<file path="src/hdl/stf_pkg.sv">
`timescale 1ns / 1ps
// ----------------------------------------------------------------------------
// Statistical TDM framer package
// Shared payload types, command codes, queue status and sequencer states.
// ----------------------------------------------------------------------------
package stf_pkg;

   localparam int QUEUE_DEPTH_DEFAULT = 64;
   localparam int MAX_SLOTS_DEFAULT   = 16;

   // frame length field holds up to the largest allowed slot count
   localparam int FRAME_LEN_W    = 7;
   localparam int CSR_W          = 5;
   localparam int CMD_FIFO_DEPTH = 2;

   localparam logic CMD_ARRIVAL = 1'b0;
   localparam logic CMD_TICK    = 1'b1;

   typedef struct packed {
      logic        cmd;
      logic [3:0]  channel;
      logic [31:0] payload;
   } req_type;

   typedef struct packed {
      logic [3:0]  out_channel;
      logic [31:0] out_payload;
      logic [15:0] time_unit;
      logic [3:0]  slot_index;
      logic        last_in_frame;
      logic        overflow;
   } rsp_type;

   typedef struct packed {
      logic [3:0]  channel;
      logic [31:0] payload;
   } entry_type;

   typedef struct packed {
      logic [15:0]            time_unit;
      logic                   overflow;
      logic [FRAME_LEN_W-1:0] length;
   } frame_cmd_type;

   typedef struct packed {
      logic full;
      logic empty;
   } queue_status_type;

   typedef enum logic {
      BACK_IDLE,
      BACK_RUN
   } back_state_type;

endpackage

</file>
<file path="src/hdl/stf_data_buf.sv">
`timescale 1ns / 1ps
// ----------------------------------------------------------------------------
// Subframe buffer
// Circular memory of queued arrivals, one write and one registered read port.
// ----------------------------------------------------------------------------
module stf_data_buf #(
   parameter int QUEUE_DEPTH = stf_pkg::QUEUE_DEPTH_DEFAULT
) (
   input  logic                     clock,
   input  logic                     reset,
   input  logic                     wr_en,
   input  stf_pkg::entry_type       wr_entry,
   input  logic                     rd_en,
   output stf_pkg::entry_type       rd_entry,
   output stf_pkg::queue_status_type status
);

   localparam int AddrW = (QUEUE_DEPTH > 1) ? $clog2(QUEUE_DEPTH) : 1;
   localparam int CntW  = $clog2(QUEUE_DEPTH + 1);
   localparam logic [AddrW-1:0] LastAddr = AddrW'(QUEUE_DEPTH - 1);

   stf_pkg::entry_type store_ff [QUEUE_DEPTH];
   stf_pkg::entry_type rd_entry_ff;
   logic [AddrW-1:0] head_ff, head_in;
   logic [AddrW-1:0] tail_ff, tail_in;
   logic [CntW-1:0]  count_ff, count_in;

   always_comb begin
      head_in  = head_ff;
      tail_in  = tail_ff;
      count_in = count_ff;
      if (wr_en) begin
         tail_in = (tail_ff == LastAddr) ? '0 : tail_ff + 1'b1;
      end
      if (rd_en) begin
         head_in = (head_ff == LastAddr) ? '0 : head_ff + 1'b1;
      end
      if (wr_en && !rd_en) begin
         count_in = count_ff + 1'b1;
      end else if (rd_en && !wr_en) begin
         count_in = count_ff - 1'b1;
      end
   end

   always_ff @(posedge clock) begin
      if (reset) begin
         head_ff  <= '0;
         tail_ff  <= '0;
         count_ff <= '0;
      end else begin
         head_ff  <= head_in;
         tail_ff  <= tail_in;
         count_ff <= count_in;
      end
   end

   always_ff @(posedge clock) begin
      if (wr_en) begin
         store_ff[tail_ff] <= wr_entry;
      end
      if (rd_en) begin
         rd_entry_ff <= store_ff[head_ff];
      end
   end

   assign rd_entry     = rd_entry_ff;
   assign status.full  = (count_ff == CntW'(QUEUE_DEPTH));
   assign status.empty = (count_ff == '0);

endmodule

</file>
<file path="src/hdl/stf_cmd_fifo.sv">
`timescale 1ns / 1ps
// ----------------------------------------------------------------------------
// Frame command queue
// Short queue of frame commands between the front and the back end.
// ----------------------------------------------------------------------------
module stf_cmd_fifo (
   input  logic                      clock,
   input  logic                      reset,
   input  logic                      push,
   input  stf_pkg::frame_cmd_type    push_data,
   input  logic                      pop,
   output stf_pkg::frame_cmd_type    pop_data,
   output stf_pkg::queue_status_type status
);

   localparam int Depth = stf_pkg::CMD_FIFO_DEPTH;
   localparam int PtrW  = (Depth > 1) ? $clog2(Depth) : 1;
   localparam int CntW  = $clog2(Depth + 1);
   localparam logic [PtrW-1:0] LastPtr = PtrW'(Depth - 1);

   stf_pkg::frame_cmd_type slot_ff [Depth];
   logic [PtrW-1:0] rd_ptr_ff, rd_ptr_in;
   logic [PtrW-1:0] wr_ptr_ff, wr_ptr_in;
   logic [CntW-1:0] count_ff, count_in;

   always_comb begin
      rd_ptr_in = rd_ptr_ff;
      wr_ptr_in = wr_ptr_ff;
      count_in  = count_ff;
      if (push) begin
         wr_ptr_in = (wr_ptr_ff == LastPtr) ? '0 : wr_ptr_ff + 1'b1;
      end
      if (pop) begin
         rd_ptr_in = (rd_ptr_ff == LastPtr) ? '0 : rd_ptr_ff + 1'b1;
      end
      if (push && !pop) begin
         count_in = count_ff + 1'b1;
      end else if (pop && !push) begin
         count_in = count_ff - 1'b1;
      end
   end

   always_ff @(posedge clock) begin
      if (reset) begin
         rd_ptr_ff <= '0;
         wr_ptr_ff <= '0;
         count_ff  <= '0;
      end else begin
         rd_ptr_ff <= rd_ptr_in;
         wr_ptr_ff <= wr_ptr_in;
         count_ff  <= count_in;
      end
   end

   always_ff @(posedge clock) begin
      if (push) begin
         slot_ff[wr_ptr_ff] <= push_data;
      end
   end

   assign pop_data     = slot_ff[rd_ptr_ff];
   assign status.full  = (count_ff == CntW'(Depth));
   assign status.empty = (count_ff == '0);

endmodule

</file>
<file path="src/hdl/stf_front.sv">
`timescale 1ns / 1ps
// ----------------------------------------------------------------------------
// Framer front end
// Takes arrivals and ticks, keeps queue occupancy, time unit and overflow,
// and issues one frame command per non-empty tick.
// ----------------------------------------------------------------------------
module stf_front #(
   parameter int QUEUE_DEPTH = stf_pkg::QUEUE_DEPTH_DEFAULT,
   parameter int MAX_SLOTS   = stf_pkg::MAX_SLOTS_DEFAULT
) (
   input  logic                      clock,
   input  logic                      reset,
   input  logic                      req_valid,
   output logic                      req_ready,
   input  stf_pkg::req_type          req_data,
   input  logic                      csr_wr_en,
   input  logic [stf_pkg::CSR_W-1:0] csr_wr_data,
   input  stf_pkg::queue_status_type buf_status,
   output logic                      buf_wr_en,
   output stf_pkg::entry_type        buf_wr_entry,
   input  stf_pkg::queue_status_type cmd_status,
   output logic                      cmd_push,
   output stf_pkg::frame_cmd_type    cmd_data
);

   localparam int CntW = $clog2(QUEUE_DEPTH + 1);
   localparam int LenW = stf_pkg::FRAME_LEN_W;

   logic [stf_pkg::CSR_W-1:0] spf_ff;
   logic [CntW-1:0]           count_ff, count_in;
   logic [15:0]               time_ff, time_in;
   logic                      ovf_ff, ovf_in;
   logic [LenW-1:0]           limit;
   logic [LenW-1:0]           frame_len;
   logic                      logic_full;
   logic                      is_tick;
   logic                      accept;

   assign is_tick    = (req_data.cmd == stf_pkg::CMD_TICK);
   assign logic_full = (count_ff == CntW'(QUEUE_DEPTH));

   always_comb begin
      priority if (spf_ff == '0) begin
         limit = LenW'(1);
      end else if (32'(spf_ff) > 32'(MAX_SLOTS)) begin
         limit = LenW'(MAX_SLOTS);
      end else begin
         limit = LenW'(spf_ff);
      end
      frame_len = (32'(count_ff) < 32'(limit)) ? LenW'(count_ff) : limit;
   end

   always_comb begin
      if (is_tick) begin
         req_ready = (frame_len == '0) || !cmd_status.full;
      end else begin
         req_ready = logic_full || !buf_status.full;
      end
   end

   assign accept = req_valid && req_ready;

   always_comb begin
      count_in  = count_ff;
      time_in   = time_ff;
      ovf_in    = ovf_ff;
      buf_wr_en = 1'b0;
      cmd_push  = 1'b0;
      if (accept) begin
         if (is_tick) begin
            cmd_push = (frame_len != '0);
            count_in = count_ff - CntW'(frame_len);
            time_in  = time_ff + 16'd1;
         end else if (logic_full) begin
            ovf_in = 1'b1;
         end else begin
            buf_wr_en = 1'b1;
            count_in  = count_ff + 1'b1;
         end
      end
   end

   assign buf_wr_entry.channel = req_data.channel;
   assign buf_wr_entry.payload = req_data.payload;
   assign cmd_data.time_unit   = time_ff;
   assign cmd_data.overflow    = ovf_ff;
   assign cmd_data.length      = frame_len;

   always_ff @(posedge clock) begin
      if (reset) begin
         spf_ff   <= stf_pkg::CSR_W'(1);
         count_ff <= '0;
         time_ff  <= 16'd1;
         ovf_ff   <= 1'b0;
      end else begin
         if (csr_wr_en) begin
            spf_ff <= csr_wr_data;
         end
         count_ff <= count_in;
         time_ff  <= time_in;
         ovf_ff   <= ovf_in;
      end
   end

endmodule

</file>
<file path="src/hdl/stf_back.sv">
`timescale 1ns / 1ps
// ----------------------------------------------------------------------------
// Framer back end
// Takes frame commands and reads the queued subframes out one by one into
// the result register.
// ----------------------------------------------------------------------------
module stf_back (
   input  logic                   clock,
   input  logic                   reset,
   input  logic                   cmd_valid,
   output logic                   cmd_pop,
   input  stf_pkg::frame_cmd_type cmd_data,
   output logic                   buf_rd_en,
   input  stf_pkg::entry_type     buf_rd_entry,
   output logic                   rsp_valid,
   input  logic                   rsp_ready,
   output stf_pkg::rsp_type       rsp_data
);

   localparam int LenW = stf_pkg::FRAME_LEN_W;

   stf_pkg::back_state_type state_ff, state_in;
   logic [LenW-1:0]  len_ff;
   logic [LenW-1:0]  slot_ff;
   logic [15:0]      time_ff;
   logic             ovf_ff;
   logic             pend_ff;
   logic [LenW-1:0]  pend_slot_ff;
   logic             pend_last_ff;
   logic             rsp_valid_ff;
   stf_pkg::rsp_type rsp_data_ff;
   logic             last_issue;

   assign last_issue = (slot_ff == len_ff - 1'b1);

   always_comb begin
      state_in = state_ff;
      unique case (state_ff)
         stf_pkg::BACK_IDLE: begin
            if (cmd_valid) begin
               state_in = stf_pkg::BACK_RUN;
            end
         end
         stf_pkg::BACK_RUN: begin
            if (buf_rd_en && last_issue) begin
               state_in = stf_pkg::BACK_IDLE;
            end
         end
         default: state_in = stf_pkg::BACK_IDLE;
      endcase
   end

   always_comb begin
      cmd_pop   = 1'b0;
      buf_rd_en = 1'b0;
      unique case (state_ff)
         stf_pkg::BACK_IDLE: cmd_pop = cmd_valid;
         stf_pkg::BACK_RUN:  buf_rd_en = !pend_ff && (!rsp_valid_ff || rsp_ready);
         default: begin
            cmd_pop   = 1'b0;
            buf_rd_en = 1'b0;
         end
      endcase
   end

   always_ff @(posedge clock) begin
      if (reset) begin
         state_ff     <= stf_pkg::BACK_IDLE;
         pend_ff      <= 1'b0;
         rsp_valid_ff <= 1'b0;
      end else begin
         state_ff <= state_in;
         pend_ff  <= buf_rd_en;
         if (pend_ff) begin
            rsp_valid_ff <= 1'b1;
         end else if (rsp_ready) begin
            rsp_valid_ff <= 1'b0;
         end
      end
   end

   always_ff @(posedge clock) begin
      if (cmd_pop) begin
         len_ff  <= cmd_data.length;
         time_ff <= cmd_data.time_unit;
         ovf_ff  <= cmd_data.overflow;
         slot_ff <= '0;
      end else if (buf_rd_en) begin
         slot_ff <= slot_ff + 1'b1;
      end
      if (buf_rd_en) begin
         pend_slot_ff <= slot_ff;
         pend_last_ff <= last_issue;
      end
      if (pend_ff) begin
         rsp_data_ff.out_channel   <= buf_rd_entry.channel;
         rsp_data_ff.out_payload   <= buf_rd_entry.payload;
         rsp_data_ff.time_unit     <= time_ff;
         rsp_data_ff.slot_index    <= 4'(pend_slot_ff);
         rsp_data_ff.last_in_frame <= pend_last_ff;
         rsp_data_ff.overflow      <= ovf_ff;
      end
   end

   assign rsp_valid = rsp_valid_ff;
   assign rsp_data  = rsp_data_ff;

endmodule

</file>
<file path="src/hdl/statistical_tdm_framer_core.sv">
`timescale 1ns / 1ps
// Arrivals: one transfer per cycle while the subframe buffer has room; once the
// queue count is full they are taken and dropped, setting overflow. Ticks: one
// per cycle while the command queue has room or the frame is empty; a frame is
// read out one subframe at a time, held off by the buffer's registered read port.
// Reset is synchronous: control state clears at once, buffer contents are kept.
// ----------------------------------------------------------------------------
// Statistical TDM framer core
// Shared-queue multiplexer that packs queued subframes into one frame per tick.
// ----------------------------------------------------------------------------
module statistical_tdm_framer_core #(
   parameter int QUEUE_DEPTH = stf_pkg::QUEUE_DEPTH_DEFAULT,
   parameter int MAX_SLOTS   = stf_pkg::MAX_SLOTS_DEFAULT
) (
   input  logic                      clock,
   input  logic                      reset,
   input  logic                      req_valid,
   output logic                      req_ready,
   input  stf_pkg::req_type          req_data,
   output logic                      rsp_valid,
   input  logic                      rsp_ready,
   output stf_pkg::rsp_type          rsp_data,
   input  logic                      csr_wr_en,
   input  logic [stf_pkg::CSR_W-1:0] csr_wr_data
);

   stf_pkg::queue_status_type buf_status;
   stf_pkg::queue_status_type cmd_status;
   stf_pkg::entry_type        buf_wr_entry;
   stf_pkg::entry_type        buf_rd_entry;
   stf_pkg::frame_cmd_type    cmd_push_data;
   stf_pkg::frame_cmd_type    cmd_pop_data;
   logic                      buf_wr_en;
   logic                      buf_rd_en;
   logic                      cmd_push;
   logic                      cmd_pop;

   stf_front #(
      .QUEUE_DEPTH (QUEUE_DEPTH),
      .MAX_SLOTS   (MAX_SLOTS)
   ) u_front (
      .clock        (clock),
      .reset        (reset),
      .req_valid    (req_valid),
      .req_ready    (req_ready),
      .req_data     (req_data),
      .csr_wr_en    (csr_wr_en),
      .csr_wr_data  (csr_wr_data),
      .buf_status   (buf_status),
      .buf_wr_en    (buf_wr_en),
      .buf_wr_entry (buf_wr_entry),
      .cmd_status   (cmd_status),
      .cmd_push     (cmd_push),
      .cmd_data     (cmd_push_data)
   );

   stf_data_buf #(
      .QUEUE_DEPTH (QUEUE_DEPTH)
   ) u_data_buf (
      .clock    (clock),
      .reset    (reset),
      .wr_en    (buf_wr_en),
      .wr_entry (buf_wr_entry),
      .rd_en    (buf_rd_en),
      .rd_entry (buf_rd_entry),
      .status   (buf_status)
   );

   stf_cmd_fifo u_cmd_fifo (
      .clock     (clock),
      .reset     (reset),
      .push      (cmd_push),
      .push_data (cmd_push_data),
      .pop       (cmd_pop),
      .pop_data  (cmd_pop_data),
      .status    (cmd_status)
   );

   stf_back u_back (
      .clock        (clock),
      .reset        (reset),
      .cmd_valid    (!cmd_status.empty),
      .cmd_pop      (cmd_pop),
      .cmd_data     (cmd_pop_data),
      .buf_rd_en    (buf_rd_en),
      .buf_rd_entry (buf_rd_entry),
      .rsp_valid    (rsp_valid),
      .rsp_ready    (rsp_ready),
      .rsp_data     (rsp_data)
   );

   a_no_read_empty: assert property (@(posedge clock) disable iff (reset)
      buf_rd_en |-> !buf_status.empty)
      else $error("subframe read from empty buffer");

   a_no_write_full: assert property (@(posedge clock) disable iff (reset)
      buf_wr_en |-> !buf_status.full)
      else $error("subframe written to full buffer");

   a_no_push_full: assert property (@(posedge clock) disable iff (reset)
      cmd_push |-> (!cmd_status.full && cmd_push_data.length != '0))
      else $error("bad frame command push");

   a_reset_idle: assert property (@(posedge clock)
      reset |=> !rsp_valid)
      else $error("result valid after reset");

endmodule

</file>
<file path="config.mk">
export PLATFORM = sky130hd
export DESIGN_NAME = statistical_tdm_framer_core
export DESIGN_NICKNAME = d
export VERILOG_FILES = /design/src/hdl/stf_pkg.sv /design/src/hdl/stf_data_buf.sv /design/src/hdl/stf_cmd_fifo.sv /design/src/hdl/stf_front.sv /design/src/hdl/stf_back.sv /design/src/hdl/statistical_tdm_framer_core.sv
export SDC_FILE = /design/constraint.sdc
export NUM_CORES = 2
export LEC_CHECK = 0
export BUFFER_PORTS_ARGS = -buffer_cell sky130_fd_sc_hd__buf_2
export CORE_MARGIN = 2
export CORE_UTILIZATION = 60
export DETAILED_ROUTE_END_ITERATION = 10
export PLACE_DENSITY = 0.76
export SETUP_SLACK_MARGIN = 0.3
export SYNTH_ARGS = -nofsm -noshare
export SYNTH_HDL_FRONTEND = slang
export SYNTH_SLANG_ARGS = --single-unit
</file>
<file path="constraint.sdc">
create_clock -name clock -period 5.32 [get_ports clock]
set_input_delay 0.532 -clock clock [delete_from_list [all_inputs] [get_ports clock]]
set_output_delay 0.532 -clock clock [all_outputs]
set_load 0.1 [all_outputs]
</file>
Yosys cells after proc, flatten, opt, wreduce, memory -nomap -nowiden
Memory sizes are Yosys's and may differ from the RTL's. A register that Yosys moved wholly into a read port is not among the register bits. Cells that the tools add are included.

$add $sub $neg: 13. $mul: 0. Divide/modulo/power cells: 0. Order comparisons: 2. Equal/unequal tests: 7. Shifts and indexed selects: 0. Muxes and demuxes: 30. Bitwise operators: 2. Reduce and logical (&&, ||, !) cells: 29.

Operators with widths (number): $mux W7 (5); $add A7 B1 Y7 const B (3); $mux W1 (18); $add A16 B1 Y16 const B (1); $eq A7 B7 Y1 const B (2); $sub A7 B1 Y7 const B (2); $add A6 B1 Y6 const B (2); $eq A6 B6 Y1 const B (2); $mux W6 (2); $mux W5 (2); $logic_not A1 Y1 (9); $eq A7 B7 Y1 (1); $logic_and A1 B1 Y1 (7); $logic_not A7 Y1 (1); $lt A7 B7 Y1 (1); $reduce_bool A7 Y1 (1); $sub A7 B7 Y7 (1); $reduce_bool A2 Y1 (3); $gt A5 B5 Y1 const B (1); $logic_not A5 Y1 (1); $mux W2 (2); $reduce_and A2 Y1 (2); $logic_or A1 B1 Y1 (3); $reduce_and A3 Y1 (1); other kinds (8) (10).

Bits in registers: 125. Bits in latches: 0. Bits in writable memories: 2352. ROM bits: 0. Logic and storage cells: 107. Memories kept: 2.

Memory list: u_data_buf.store_ff (words 64, bits a word 36, rd ports 1, clocked after memory_dff 1, write ports 1, line stf_data_buf.sv:22) `stf_pkg::entry_type store_ff [QUEUE_DEPTH];`; u_cmd_fifo.slot_ff (words 2, bits a word 24, rd ports 1, clocked after memory_dff 1, write ports 1, line stf_cmd_fifo.sv:21) `stf_pkg::frame_cmd_type slot_ff [Depth];`.

Longest topological paths before layout
Word-level depth: 14. Depth in mapped cells: 18. Depth with buffers taken out: 18.

Cells and area by module
From an unflattened synthesis, not the netlist that was laid out.

Cells, all modules: 4393. Area, all modules: 96714.0 um^2.

Modules (own cells, without submodules): stf_data_buf (times used 1, cells each 3888, area each 89415.8 um^2, sequential area each 70647.8 um^2); stf_back (times used 1, cells each 160, area each 3264.4 um^2, sequential area each 2812.7 um^2); stf_front (times used 1, cells each 247, area each 2090.8 um^2, sequential area each 580.6 um^2); stf_cmd_fifo (times used 1, cells each 97, area each 1939.4 um^2, sequential area each 1541.5 um^2); statistical_tdm_framer_core (times used 1, cells each 1, area each 3.8 um^2, sequential area each 0.0 um^2).

Least setup slack after synthesis
Ideal clock, no wire load.

Kind: input to register. Start: in req_data[36] (netlist name). End: mem u_data_buf.store_ff[8][0] (netlist name) (enable). Library setup time: 0.474 ns. Arrival: 3.878 ns. Slack: 0.968 ns. Stages: 5. Path buffers: 0. Cells stage by stage: clkinv_1 nand2_1 nor4_4 nand3b_1 nor3_1.

Word-level cells in the longest chain between the ends: 5. Elaborated cells between the ends (all ways): 6.

RTL lines: start, declared (line statistical_tdm_framer_core.sv:19) `input stf_pkg::req_type req_data,`; $mux W1 (line stf_front.sv:54) `if (is_tick) begin`; $logic_and A1 B1 Y1 (line stf_front.sv:61) `assign accept = req_valid && req_ready;`; $mux W1 (*) (line stf_front.sv:69) `if (accept) begin`; $mux W1 (*) (line stf_data_buf.sv:58) `if (wr_en) begin`; $mux W1 (implied by the code) (*) (line stf_data_buf.sv:59) `store_ff[tail_ff] <= wr_entry;`; end, declared (line stf_data_buf.sv:22).

Mark *: on every way between the ends. The rest lies on a longest branch, timed or not.

Final worst setup path
Start: reg u_front.spf_ff[4] (netlist name). End: out req_ready.

Word-level cells in the longest chain between the ends: 8. Elaborated cells between the ends (all ways): 9.

RTL lines: start, declared (line stf_front.sv:29) `logic [stf_pkg::CSR_W-1:0] spf_ff;`; start signal, assigned (line stf_front.sv:91) `spf_ff <= stf_pkg::CSR_W'(1);`; start signal, assigned (line stf_front.sv:97) `spf_ff <= csr_wr_data;`; $gt A5 B5 Y1 (line stf_front.sv:45) `end else if (32'(spf_ff) > 32'(MAX_SLOTS)) begin`; $mux W5 (line stf_front.sv:45); $mux W5 (*) (line stf_front.sv:43) `priority if (spf_ff == '0) begin`; $lt A7 B7 Y1 (line stf_front.sv:50) `frame_len = (32'(count_ff) < 32'(limit)) ? LenW'(count_ff) : limit;`; $mux W7 (*) (line stf_front.sv:50); $logic_not A7 Y1 (*) (line stf_front.sv:55) `req_ready = (frame_len == '0) || !cmd_status.full;`; $logic_or A1 B1 Y1 (*) (line stf_front.sv:55); $mux W1 (*) (line stf_front.sv:54); end, declared (line statistical_tdm_framer_core.sv:18) `output logic req_ready,`.

Marked as above.

==> impl_metrics.ini <==
[die]
die_x_um = 404
dieArea_um2 = 163000
ioPinCount = 107
start_util_pct = 60.5
num_rows = 146
core_area_um2 = 159000
die_h_um = 404

[timing]
final.setup.tns_ns = 0
fin_crit_ns = 4.10
timing.hold.ws_ns = 0.0384
fmax_mhz = 244
final_hold_viol_count = 0
setup_ws_ns = 1.22
tightest_slew_ns = 1.18
finalSetupViolCount = 0
fin_crit_sh_pct = 77.0
fin_skew_ns = 0.0457
slew_headroom_pct = 21.5
final_max_slew_viol_count = 0
rsz0062_at_grt = false

[critical_path]
cp.arrival_ns = 3.57
endpoint_kind = primary output
critPathMaxFanout = 12
rr_worst_depth = 7
start_kind = flop
crit_required_ns = 4.79
crit_type = flop to primary output

[synthesis]
async_flop_share_pct = 0
syn-cell-area_um2 = 95900
synth_top_flop_cell = edfxtp_1
ys_seq_area_share_pct = 78.8
yosysWarnings = 0
synthCells = 4250
synth_edf_count = 2475
yosys.cell_types.count = 62
synth_area_per_cell_um2 = 22.6
ys_ff_latch = 2537

[cts]
clockRootBuffer = clkbuf_16
htreeDepth = 4
clock-sinks = 2537
cts_setup_buffers = 0
numCtsBuffers = 233
clk_pin_slew_ns = 0.06
clk_latency_ns = 0.87
clock_path_buffers = 3
cts_tree = done

[power]
vdd_drop_max_mv = 0.419
p_total_mw = 47.4
swShare_pct = 26.0
seq_power_share_pct = 48.3
leakagePower_nw = 33.3
pwr_density_cell_nw_per_um2 = 440
power.switching_mw = 12.3
clkPwrFrac_pct = 34.8
p_int_mw = 35.1
p_comb_share_pct = 16.9

[run]
cap_violations = 0

[drt]
finalWirelength_mm = 236
final_antenna_net_count = 0
wl_per_cell_um = 34.5
vias = 47500
drt-initial-drc-count = 7603
first_pass_iters = 6
vias_per_cell = 6.96
drc = 0

[global_route]
grtUsageTotal_pct = 29.3
grt_use_met2_pct = 45.2
grt_max_degree = 80
overflow = 0
grt_pass1_wl_mm = 339
grt_pass1_vias = 47100
antenna_found_initial = 11
met1_usage_pct = 41.7
top_usage_layer = met2
grtUsageMet3_pct = 6.19

[final_layout]
syn2layout_area_growth_pct = 12.5
final_util_pct = 68.0
nNetsFinal = 4634
drive_gt1_share_pct = 27.9
final_cells = 6831
final_area_um2 = 108000

[run_status]
status = complete, no violations

[placed_design]
dpl_cell_area_um2 = 100000
dp.cells = 6391
dp_hpwl_mm = 132
place_congestion = 0.833
portBuffers = 106
dp_slack_ns = 1.27

[hold_path]
hp-class = input pin to flop
min_path_cells = 4
path summary, 6_finish.rpt:
check	startpoint	to	slack, ns
max reg2reg	u_front.count_ff[1]	u_data_buf.store_ff[36][20]	1.30
min reg2reg	u_back.pend_last_ff	u_back.rsp_data[1]	0.42
max	u_front.spf_ff[4]	req_ready	1.22
min	rsp_ready	u_back.rsp_valid	0.04
kinds of logic after synthesis:
| family | after synthesis | share of synthesized area [%] |
|---|---|---|
| flops | 2537 | 78.8 |
| mux | 610 | 13.9 |
| compound gates | 470 | 3.66 |
| simple gates | 308 | 1.51 |
| buf+inv | 257 | 1.35 |
| xor+xnor | 43 | 0.393 |
| fa+ha+maj | 24 | 0.329 |
| other cells | 1 | 0.00391 |
power by group through the flow:
stage	clock, mW	sequential (mW)	combinational, mW
final	16.5	22.9	8.01
after detailed placement	0	23.3	7.96
after CTS	16.6	22.9	8.07
after floorplan	0	23.6	5.37
after global routing	17.4	22.9	8.47
after global placement	0	23.3	7.87
Yosys cell counts (all sizes together), types with 3 or more instances:
cell type  number  area share [%]
edfxtp       2475              78
nor2b           7           0.046
a22oi         144             1.1
nor4            5           0.048
a21oi          95            0.50
nand4           9           0.059
xor2           25            0.23
nand3b          9           0.074
ha             22            0.29
and3           10           0.065
nor3           11           0.057
a221oi         73            0.67
nor2          164            0.64
mux2           24            0.28
or3             7           0.046
a31oi           5           0.033
clkbuf        132            0.52
nand2          42            0.16
o221ai         37            0.34
nand2b          9           0.059
a22o           72            0.66
and2            4           0.026
dfxtp          62             1.3
mux4          576              14
mux2i          10            0.10
o211ai          5           0.039
o21ai          24            0.13
inv            19           0.074
xnor2          18            0.16
o2111ai         3           0.027
nand3          11           0.057
or2             6           0.039
or4             5           0.039
buf           104            0.75
sequential cells by signal, summed over array words and instances, names as in the netlist, 6 cells and up:
register and cells:
u_back.len_ff 7, u_back.rsp_data 58, u_back.slot_ff 7, u_back.time_ff 16, u_cmd_fifo.slot_ff 48, u_data_buf.count_ff 7, u_data_buf.head_ff 6, u_data_buf.rd_entry 36
u_data_buf.store_ff 2304, u_data_buf.tail_ff 6, u_front.count_ff 7, u_front.time_ff 16
what timing repair did:
action | CTS | global route
endpoints found under the hold margin | 6 | 0
gates resized for setup | 0 | 0
hold buffers | 9 | 0
layer usage:
metal	share of wire, %	vias to the layer above
li1	-	18800
met1	36	24900
met2	48	3367
met3	12	477
met4	4.4	8
met5	0.022	-
worst max-delay path, cell delays in order (launching register included):
cell and delay [ns]:
dfxtp_1 0.33, inv_1 0.15, nand2_1 0.09, ha_1 0.21, a2111oi_4 0.40, nand3_1 0.16
a21oi_2 0.52, nor2_1 0.11, a21oi_1 0.25, buf_2 0.48
area by class of cell:
cell class	instances	area (um^2)
inverter	21	78.8
sequential	2537	75600
clock buffer	278	6040
fill	9310	50800
timing repair buffer	311	2490
tap	2072	2590
multi-input combinational	1459	19500
antenna	4	10.0
clock inverter	149	1490
layout by cell type (no fill, tap or decap), drive strengths merged, types with 34 or more instances in the layout:
| master | instances |
|---|---|
| a21oi | 95 |
| a221oi | 73 |
| a22o | 72 |
| a22oi | 144 |
| buf | 302 |
| clkbuf | 278 |
| clkinv | 100 |
| dfxtp | 62 |
| edfxtp | 2475 |
| inv | 34 |
| mux4 | 576 |
| nand2 | 42 |
| nor2 | 164 |
| o221ai | 37 |
No activity file was read; power rests on OpenSTA's default activity.
